==> src/rtl/gateway_info_table_core_assert.svh <==
// Assertion macros for the gateway info table RTL.
`ifndef GATEWAY_INFO_TABLE_CORE_ASSERT_SVH
`define GATEWAY_INFO_TABLE_CORE_ASSERT_SVH

`ifndef SYNTHESIS
// Checked only while the design is out of reset.
`define GIT_ASSERT(name, clk, rst_n, prop) \
    name: assert property (@(posedge clk) disable iff (!rst_n) prop) \
        else $error("gateway info table assertion failed");
// Checked on every clock edge, reset included.
`define GIT_ASSERT_ALWAYS(name, clk, prop) \
    name: assert property (@(posedge clk) prop) \
        else $error("gateway info table assertion failed");
`else
`define GIT_ASSERT(name, clk, rst_n, prop)
`define GIT_ASSERT_ALWAYS(name, clk, prop)
`endif

`endif

==> src/rtl/gwit_pkg.sv <==
// Shared constants and types of the gateway info table.
package gwit_pkg;

    localparam int TABLE_DEPTH     = 8;
    localparam int ADDRESS_BITS    = 48;
    localparam int FIELD_ADDR_BITS = 48;
    localparam int STORE_BITS      = (ADDRESS_BITS < FIELD_ADDR_BITS) ?
                                     ADDRESS_BITS : FIELD_ADDR_BITS;
    localparam int IDX_W           = (TABLE_DEPTH > 1) ? $clog2(TABLE_DEPTH) : 1;

    localparam logic signed [15:0] STRENGTH_MIN = 16'sh8000;
    localparam logic signed [15:0] STRENGTH_MAX = 16'sh7FFF;

    localparam logic [1:0] OP_DIRECT = 2'd0;
    localparam logic [1:0] OP_RELAY  = 2'd1;
    localparam logic [1:0] OP_CLEAR  = 2'd2;

    // Step commands from the controller to the datapath.
    typedef struct packed {
        logic load;
        logic find;
        logic write;
        logic search;
    } t_cmd;

endpackage

==> src/rtl/gwit_ctrl.sv <==
// Sequencer of the gateway info table: load, find slot, write, search.
`include "gateway_info_table_core_assert.svh"

module gwit_ctrl
    import gwit_pkg::*;
(
    input  logic i_clk,
    input  logic i_rst_n,
    input  logic start,
    output logic busy,
    output t_cmd o_cmd,
    output logic o_valid
);

    typedef enum logic [3:0] {
        ST_IDLE   = 4'b0001,
        ST_FIND   = 4'b0010,
        ST_WRITE  = 4'b0100,
        ST_SEARCH = 4'b1000
    } t_state;

    t_state r_state, n_state;
    logic   r_valid;

    always_comb begin
        n_state = r_state;
        unique case (r_state)
            ST_IDLE: begin
                if (start) begin
                    n_state = ST_FIND;
                end
            end
            ST_FIND:   n_state = ST_WRITE;
            ST_WRITE:  n_state = ST_SEARCH;
            ST_SEARCH: n_state = ST_IDLE;
            default:   n_state = ST_IDLE;
        endcase
    end

    always_ff @(posedge i_clk) begin
        if (!i_rst_n) begin
            r_state <= ST_IDLE;
            r_valid <= 1'b0;
        end else begin
            r_state <= n_state;
            r_valid <= (r_state == ST_SEARCH);
        end
    end

    assign busy         = (r_state != ST_IDLE);
    assign o_cmd.load   = (r_state == ST_IDLE) && start;
    assign o_cmd.find   = (r_state == ST_FIND);
    assign o_cmd.write  = (r_state == ST_WRITE);
    assign o_cmd.search = (r_state == ST_SEARCH);
    assign o_valid      = r_valid;

    `GIT_ASSERT(a_accept_to_find, i_clk, i_rst_n, (start && !busy) |=> (r_state == ST_FIND))
    `GIT_ASSERT(a_result_latency, i_clk, i_rst_n, (start && !busy) |-> ##4 o_valid)
    `GIT_ASSERT(a_result_single, i_clk, i_rst_n, o_valid |=> !o_valid)
    `GIT_ASSERT_ALWAYS(a_reset_quiet, i_clk, !i_rst_n |=> (!busy && !o_valid))

endmodule

==> src/rtl/gwit_datapath.sv <==
// Table storage, slot selection, strongest-entry search and result registers.
module gwit_datapath
    import gwit_pkg::*;
(
    input  logic                        i_clk,
    input  logic                        i_rst_n,
    input  t_cmd                        i_cmd,
    input  logic [1:0]                  i_operation,
    input  logic [FIELD_ADDR_BITS-1:0]  i_source_address,
    input  logic [FIELD_ADDR_BITS-1:0]  i_reported_address,
    input  logic [7:0]                  i_gateway_id,
    input  logic signed [15:0]          i_signal_strength,
    output logic                        o_accepted,
    output logic                        o_best_valid,
    output logic [FIELD_ADDR_BITS-1:0]  o_best_address,
    output logic [7:0]                  o_best_id,
    output logic signed [15:0]          o_best_strength
);

    logic [STORE_BITS-1:0]  r_entry_addr [TABLE_DEPTH];
    logic [7:0]             r_entry_id   [TABLE_DEPTH];
    logic signed [15:0]     r_entry_str  [TABLE_DEPTH];
    logic                   r_seen;

    logic [1:0]             r_op;
    logic [STORE_BITS-1:0]  r_src;
    logic [STORE_BITS-1:0]  r_rep;
    logic [7:0]             r_id;
    logic signed [15:0]     r_str;

    logic [IDX_W-1:0]       r_slot, n_slot;
    logic                   r_store, n_store;

    logic                   r_accepted;
    logic                   r_best_valid;
    logic [STORE_BITS-1:0]  r_best_addr;
    logic [7:0]             r_best_id;
    logic signed [15:0]     r_best_str;

    logic                   match_hit, empty_hit, best_hit;
    logic [IDX_W-1:0]       match_idx, empty_idx, min_idx, best_idx;
    logic signed [15:0]     lowest, best_s;
    logic                   is_relay_ok;

    // Slot choice: same address first, then first empty entry, then the weakest.
    always_comb begin
        match_hit = 1'b0;
        empty_hit = 1'b0;
        match_idx = '0;
        empty_idx = '0;
        min_idx   = '0;
        lowest    = STRENGTH_MAX;
        for (int i = 0; i < TABLE_DEPTH; i++) begin
            if (!match_hit && (r_entry_addr[i] == r_src)) begin
                match_hit = 1'b1;
                match_idx = IDX_W'(i);
            end
            if (!empty_hit && (r_entry_id[i] == 8'd0)) begin
                empty_hit = 1'b1;
                empty_idx = IDX_W'(i);
            end
            if (r_entry_str[i] < lowest) begin
                lowest  = r_entry_str[i];
                min_idx = IDX_W'(i);
            end
        end
        if (match_hit) begin
            n_slot = match_idx;
        end else if (empty_hit) begin
            n_slot = empty_idx;
        end else begin
            n_slot = min_idx;
        end
        is_relay_ok = (r_op == OP_RELAY) && (r_id != 8'd0) && (r_src == r_rep);
        n_store     = (r_op == OP_DIRECT) || is_relay_ok;
    end

    // Strongest occupied entry; a strictly greater strength is needed, so the
    // first entry wins on ties and the most negative strength never qualifies.
    always_comb begin
        best_hit = 1'b0;
        best_idx = '0;
        best_s   = STRENGTH_MIN;
        for (int i = 0; i < TABLE_DEPTH; i++) begin
            if ((r_entry_id[i] != 8'd0) && (r_entry_str[i] > best_s)) begin
                best_hit = 1'b1;
                best_s   = r_entry_str[i];
                best_idx = IDX_W'(i);
            end
        end
    end

    always_ff @(posedge i_clk) begin
        if (i_cmd.load) begin
            r_op  <= i_operation;
            r_src <= i_source_address[STORE_BITS-1:0];
            r_rep <= i_reported_address[STORE_BITS-1:0];
            r_id  <= i_gateway_id;
            r_str <= i_signal_strength;
        end
        if (i_cmd.find) begin
            r_slot  <= n_slot;
            r_store <= n_store;
        end
        if (i_cmd.search) begin
            r_accepted <= r_store;
            if (r_seen && best_hit) begin
                r_best_valid <= 1'b1;
                r_best_addr  <= r_entry_addr[best_idx];
                r_best_id    <= r_entry_id[best_idx];
                r_best_str   <= r_entry_str[best_idx];
            end else begin
                r_best_valid <= 1'b0;
                r_best_addr  <= '0;
                r_best_id    <= '0;
                r_best_str   <= '0;
            end
        end
    end

    always_ff @(posedge i_clk) begin
        if (!i_rst_n) begin
            for (int i = 0; i < TABLE_DEPTH; i++) begin
                r_entry_addr[i] <= '0;
                r_entry_id[i]   <= '0;
                r_entry_str[i]  <= '0;
            end
            r_seen <= 1'b0;
        end else if (i_cmd.write) begin
            if (r_op == OP_CLEAR) begin
                for (int i = 0; i < TABLE_DEPTH; i++) begin
                    r_entry_addr[i] <= '0;
                    r_entry_id[i]   <= '0;
                    r_entry_str[i]  <= '0;
                end
                r_seen <= 1'b0;
            end else begin
                if (r_store) begin
                    r_entry_addr[r_slot] <= r_src;
                    r_entry_id[r_slot]   <= r_id;
                    r_entry_str[r_slot]  <= r_str;
                end
                // A relayed report with a nonzero id counts as seen even if dropped.
                if ((r_op == OP_DIRECT) || ((r_op == OP_RELAY) && (r_id != 8'd0))) begin
                    r_seen <= 1'b1;
                end
            end
        end
    end

    assign o_accepted      = r_accepted;
    assign o_best_valid    = r_best_valid;
    assign o_best_address  = FIELD_ADDR_BITS'(r_best_addr);
    assign o_best_id       = r_best_id;
    assign o_best_strength = r_best_str;

endmodule

==> src/rtl/gateway_info_table_core.sv <==
// Top level of the gateway info table: sequencer plus datapath.
//
// Keeps a table of eight discovered gateways. A transaction is taken when start
// is high and busy is low; busy then stays high through the three sequencer steps
// (find, write, search) while the block picks the target slot (same address,
// first empty entry, or weakest signal), writes the table, and searches for the
// strongest occupied entry. The result is registered at the end of the search
// step and appears on the o_ ports for exactly one cycle with o_valid high; it
// cannot be held off by the receiver. A new transaction may be started in the
// cycle that o_valid is high, but not while busy is high.
// Reset empties the table at once; no clearing pass is needed.
module gateway_info_table_core
    import gwit_pkg::*;
(
    input  logic                        i_clk,
    input  logic                        i_rst_n,
    input  logic                        start,
    output logic                        busy,
    input  logic [1:0]                  i_operation,
    input  logic [FIELD_ADDR_BITS-1:0]  i_source_address,
    input  logic [FIELD_ADDR_BITS-1:0]  i_reported_address,
    input  logic [7:0]                  i_gateway_id,
    input  logic signed [15:0]          i_signal_strength,
    output logic                        o_valid,
    output logic                        o_accepted,
    output logic                        o_best_valid,
    output logic [FIELD_ADDR_BITS-1:0]  o_best_address,
    output logic [7:0]                  o_best_id,
    output logic signed [15:0]          o_best_strength
);

    t_cmd cmd;

    gwit_ctrl u_ctrl (
        .i_clk   (i_clk),
        .i_rst_n (i_rst_n),
        .start   (start),
        .busy    (busy),
        .o_cmd   (cmd),
        .o_valid (o_valid)
    );

    gwit_datapath u_datapath (
        .i_clk              (i_clk),
        .i_rst_n            (i_rst_n),
        .i_cmd              (cmd),
        .i_operation        (i_operation),
        .i_source_address   (i_source_address),
        .i_reported_address (i_reported_address),
        .i_gateway_id       (i_gateway_id),
        .i_signal_strength  (i_signal_strength),
        .o_accepted         (o_accepted),
        .o_best_valid       (o_best_valid),
        .o_best_address     (o_best_address),
        .o_best_id          (o_best_id),
        .o_best_strength    (o_best_strength)
    );

endmodule

==> config.mk <==
export PLATFORM = sky130hd
export DESIGN_NAME = gateway_info_table_core
export DESIGN_NICKNAME = d
export VERILOG_FILES = /design/src/rtl/gwit_pkg.sv /design/src/rtl/gwit_ctrl.sv /design/src/rtl/gwit_datapath.sv /design/src/rtl/gateway_info_table_core.sv
export VERILOG_INCLUDE_DIRS = /design/src /design/src/rtl
export SDC_FILE = /design/constraint.sdc
export NUM_CORES = 2
export LEC_CHECK = 0
export ABC_AREA = 1
export CORE_MARGIN = 2
export CORE_UTILIZATION = 40
export DETAILED_ROUTE_END_ITERATION = 6
export DONT_BUFFER_PORTS = 1
export PLACE_DENSITY = 0.52
export SLEW_MARGIN = 40
export SYNTH_ARGS = -nofsm -noshare
export SYNTH_HDL_FRONTEND = slang
export SYNTH_HIERARCHICAL = 1
export SYNTH_SLANG_ARGS = --single-unit
==> constraint.sdc <==
create_clock -name i_clk -period 31 [get_ports i_clk]
set_input_delay 4.65 -clock i_clk [delete_from_list [all_inputs] [get_ports i_clk]]
set_output_delay 4.65 -clock i_clk [all_outputs]
set_load 0.05 [all_outputs]
==> impl_metrics.csv <==
group,metric,value,unit
run_status,outcome,"finished, final reports clean",
sta,worst_slew_pin_slew,937,ps
worst_setup_path,r2r_setup_slack,11950,ps
synth,synth.cell_area,44300,µm²
worst_setup_path,critPathLaunchType,"flip-flop",
worst_hold_path,min_from,"u_datapath/r_store",
synth,synthArstFlopShare,0,
die,start_util,0.402,
global_route,grt_util_all_layers,0.273,
power,p_switching,2.49,mW
cells_and_area,final_nets,5025,
route,drtIter0Drc,3107,
synth,synthSimpleGateAreaFrac,0.186,
cts,cts_resized,0,
synth,yosysUniqueCellTypes,54,
cts,clkLatencyLatePin,680,ps
placed_design,dpl.hpwl,110,mm
cells_and_area,fillers,10720,
sta,setup_viol,0,
worst_setup_path,rr_worst_depth,79,
route,drc_errors,0,
cts,ctsHoldBuffers,0,
worst_setup_path,critPathCaptureType,"flip-flop",
die,dieArea,113000,µm²
cts,htreeDepth,3,
worst_setup_path,cpPeakStageDelay,710,ps
worst_setup_path,critical_path_class,"reg2reg",
synth,ys_warn_count,6,
cells_and_area,n_antenna_cell,0,
synth,synth_xor_area_frac,0.0490,
power,pwr-share-comb,0.532,
die,num_io_pins,201,
placed_design,gp_congestion,0.912,
sta,clock_skew,40.7,ps
placed_design,numPortBuffers,0,
global_route,first_global_vias,32954,
route,ant_nets,0,
sta,fin_crit_sh,0.615,
power,p_clk_frac,0.223,
power,peakVddDrop,0.147,mV
synth,synth_edf_count,776,
die,dieWidth,337,µm
cells_and_area,seq_area,23400,µm²
route,dr.pass1.iters,6,
synth,ys_seq_area_frac,0.528,
sta,hold_ws,450,ps
global_route,antenna_found_initial,0,
sta,fin_setup_tns,0,ps
cts,clkSinkCount,782,
power,power.share.switching,0.485,
synth,synthFlopType,"edfxtp_1",
synth,synth-adder-area-share,0.0613,
synth,synth_seq_cells,782,
worst_hold_path,hp-class,"reg2reg",
cts,cts_tree,"yes",
worst_setup_path,arrival,19430,ps
cells_and_area,area_growth,10.4,%
global_route,grt_overflow,0,
sta,hold_viol_final,0,
worst_setup_path,r2r_end,"u_datapath/o_best_address[23]",
worst_setup_path,reg2reg_from,"u_datapath/r_entry_str[0][10]",
synth,synth_top_family_by_area,"simple AND/OR/NAND/NOR gates",
cells_and_area,multiInputGateArea,18800,µm²
worst_setup_path,cp_max_fo,76,
cts,cts_made_buffers,93,
route,wl_per_cell,25.1,µm
die,std_cell_rows,122,
sta,timing.final.crit_period,19060,ps
route,via_per_inst,5.56,
synth,avgSynthCellArea,9.15,µm²
sta,maxSlewViolCount,0,
power,p_leak,18.6,nW
die,core_area,110000,µm²
worst_hold_path,hold_depth,0,
synth,synth-compound-area-share,0.123,
route,wl,157,mm
synth,synthCells,4843,
global_route,grt_pass1_wl,227,mm
global_route,grt_max_degree,99,
cts,cts-root-buf,"clkbuf_16",
worst_setup_path,path_common_cell,"o21ai_0",
sta,slew-limit-headroom,0.371,
sta,clock.fmax,0.0525,GHz
job,drv_cap,0,
power,power_density,105,nW/µm²
synth,syn_nets,5185,
power,seqPwrFrac,0.245,
cts,clkTransAtPathRegs,60,ps
sta,rsz0062_at_grt,"no",
synth,synth.area.mux_share,0,
route,via_count,34775,
cts,clk_path_buf_depth,3,
cts,post_cts_buffers,0,
cells_and_area,drive_above_1_share,0.0659,
die,chipHeight,337,µm
power,p_int,2.64,mW
worst_setup_path,critical-path-slowest-cell,"buf_4",
worst_setup_path,crit_required,31370,ps
worst_hold_path,hold_end,"u_datapath/o_accepted",
[power by group through the flow]
stage | clock network [mW] | registers, mW | logic, mW
floorplan | 0 | 1.25 | 1.91
global placement | 0 | 1.28 | 2.66
detailed placement | 0 | 1.28 | 2.68
CTS | 1.17 | 1.26 | 2.69
global route | 1.21 | 1.26 | 3.06
finish | 1.15 | 1.26 | 2.73
[through the flow]
step,setup slack (ps),std cells,total power [mW],utilization,area (µm²)
finish,11950,6250,5.13,0.443,48900
global route,10300,6250,5.53,0.443,48900
CTS,11770,6248,5.12,0.443,48900
detailed placement,11870,6074,3.96,0.414,45700
global placement,10490,6072,3.94,0.413,45600
floorplan,16140,4843,3.16,-,44300
[final cells by class]
| type | count | share of cell area |
|---|---|---|
| clock buffers | 110 | 0.0502 |
| inverters | 322 | 0.0249 |
| well taps | 1488 | 0.0381 |
| clock inverters | 64 | 0.0148 |
| repair buffers | 44 | 0.00867 |
| multi-input cells | 3440 | 0.385 |
| flip-flops and latches | 782 | 0.479 |
[Yosys cell counts (6+ instances only)]
master / n / area share
nand2_1: 725 / 0.061
inv_1: 295 / 0.025
a221oi_1: 8 / 0.0016
buf_1: 13 / 0.0011
dfxtp_1: 6 / 0.0027
a31oi_1: 79 / 0.011
clkinv_1: 20 / 0.0017
or2_2: 49 / 0.0069
o22ai_1: 10 / 0.0014
nand4_1: 136 / 0.019
nor4_1: 61 / 0.0086
a211oi_1: 12 / 0.0020
xor2_1: 52 / 0.010
nor2_1: 873 / 0.074
o2111ai_1: 15 / 0.0030
nand2_2: 12 / 0.0017
nor3_1: 29 / 0.0033
ha_1: 217 / 0.061
o21ai_0: 613 / 0.069
clkbuf_1: 285 / 0.024
edfxtp_1: 776 / 0.53
a21oi_1: 219 / 0.025
nand3_2: 7 / 0.0016
o21ai_1: 15 / 0.0017
xnor2_1: 196 / 0.039
o21bai_1: 6 / 0.0010
o211ai_1: 13 / 0.0022
nand3_1: 51 / 0.0058
inv_2: 7 / 0.00059
[cell families (layout without fill, tap and decap cells)]
group | count (synthesis) | count (layout)
flops | 782 | 782
xor+xnor | 248 | 248
simple gates | 1962 | 1962
fa+ha+maj | 217 | 217
buf+inv | 621 | 540
compound gates | 1013 | 1013
[worst max-delay path by stage]
| stage | startpoint | to | cells after the start |
|---|---|---|---|
| floorplan | u_datapath/r_entry_str[0][14] | u_datapath/o_best_address[0] | 92 |
| global placement | u_datapath/r_entry_str[0][10] | u_datapath/o_best_address[45] | 80 |
| detailed placement | u_datapath/r_entry_str[0][10] | u_datapath/o_best_address[7] | 80 |
| CTS | u_datapath/r_entry_str[0][10] | u_datapath/o_best_address[7] | 80 |
| global route | u_datapath/r_entry_str[0][3] | u_datapath/o_best_address[23] | 82 |
| finish | u_datapath/r_entry_str[0][10] | u_datapath/o_best_address[23] | 79 |
[registers in the layout, summed over array words and instances, names as in the netlist, 2 cells and up]
register and count:
u_datapath/o_best_id 8, u_ctrl/r_state 4, u_datapath/r_rep 48, u_datapath/o_best_strength 16, u_datapath/r_entry_addr 384, u_datapath/o_best_address 48, u_datapath/r_op 2, u_datapath/r_entry_str 128
u_datapath/r_id 8, u_datapath/r_slot 3, u_datapath/r_str 16, u_datapath/r_entry_id 64, u_datapath/r_src 48
[routing by layer]
layer / up-vias / track usage / routed length [µm]
li1: 16486 / - / -
met1: 16927 / 0.338 / 63400
met2: 1125 / 0.466 / 76200
met3: 237 / 0.0375 / 9000
met4: 0 / 0.135 / 8070
met5: - / 0 / 0
[cell usage in the layout, fill, tap and decap left out, types with 31 or more instances in the layout]
cell,synthesis,layout
nor2_1,873,872
edfxtp_1,776,776
nand2_1,725,703
o21ai_0,613,613
inv_1,295,295
a21oi_1,219,219
ha_1,217,217
xnor2_1,196,195
nand4_1,136,136
clkbuf_16,0,96
a31oi_1,79,78
nor4_1,61,56
xor2_1,52,52
or2_2,49,49
nand3_1,51,48
clkinv_1,20,31
[worst max-delay path, delay by kind of cell, from the launching register on]
kind	cells	cell delay (ps)
AO/OA/AOI/OAI	37	8460
buffers and inverters	10	2220
AND/OR/NAND/NOR	24	5030
flip-flops	1	450
XOR/XNOR	1	150
adder cells (fa/ha/maj)	7	2280
Note: power is estimated with default switching activity, not from simulation.
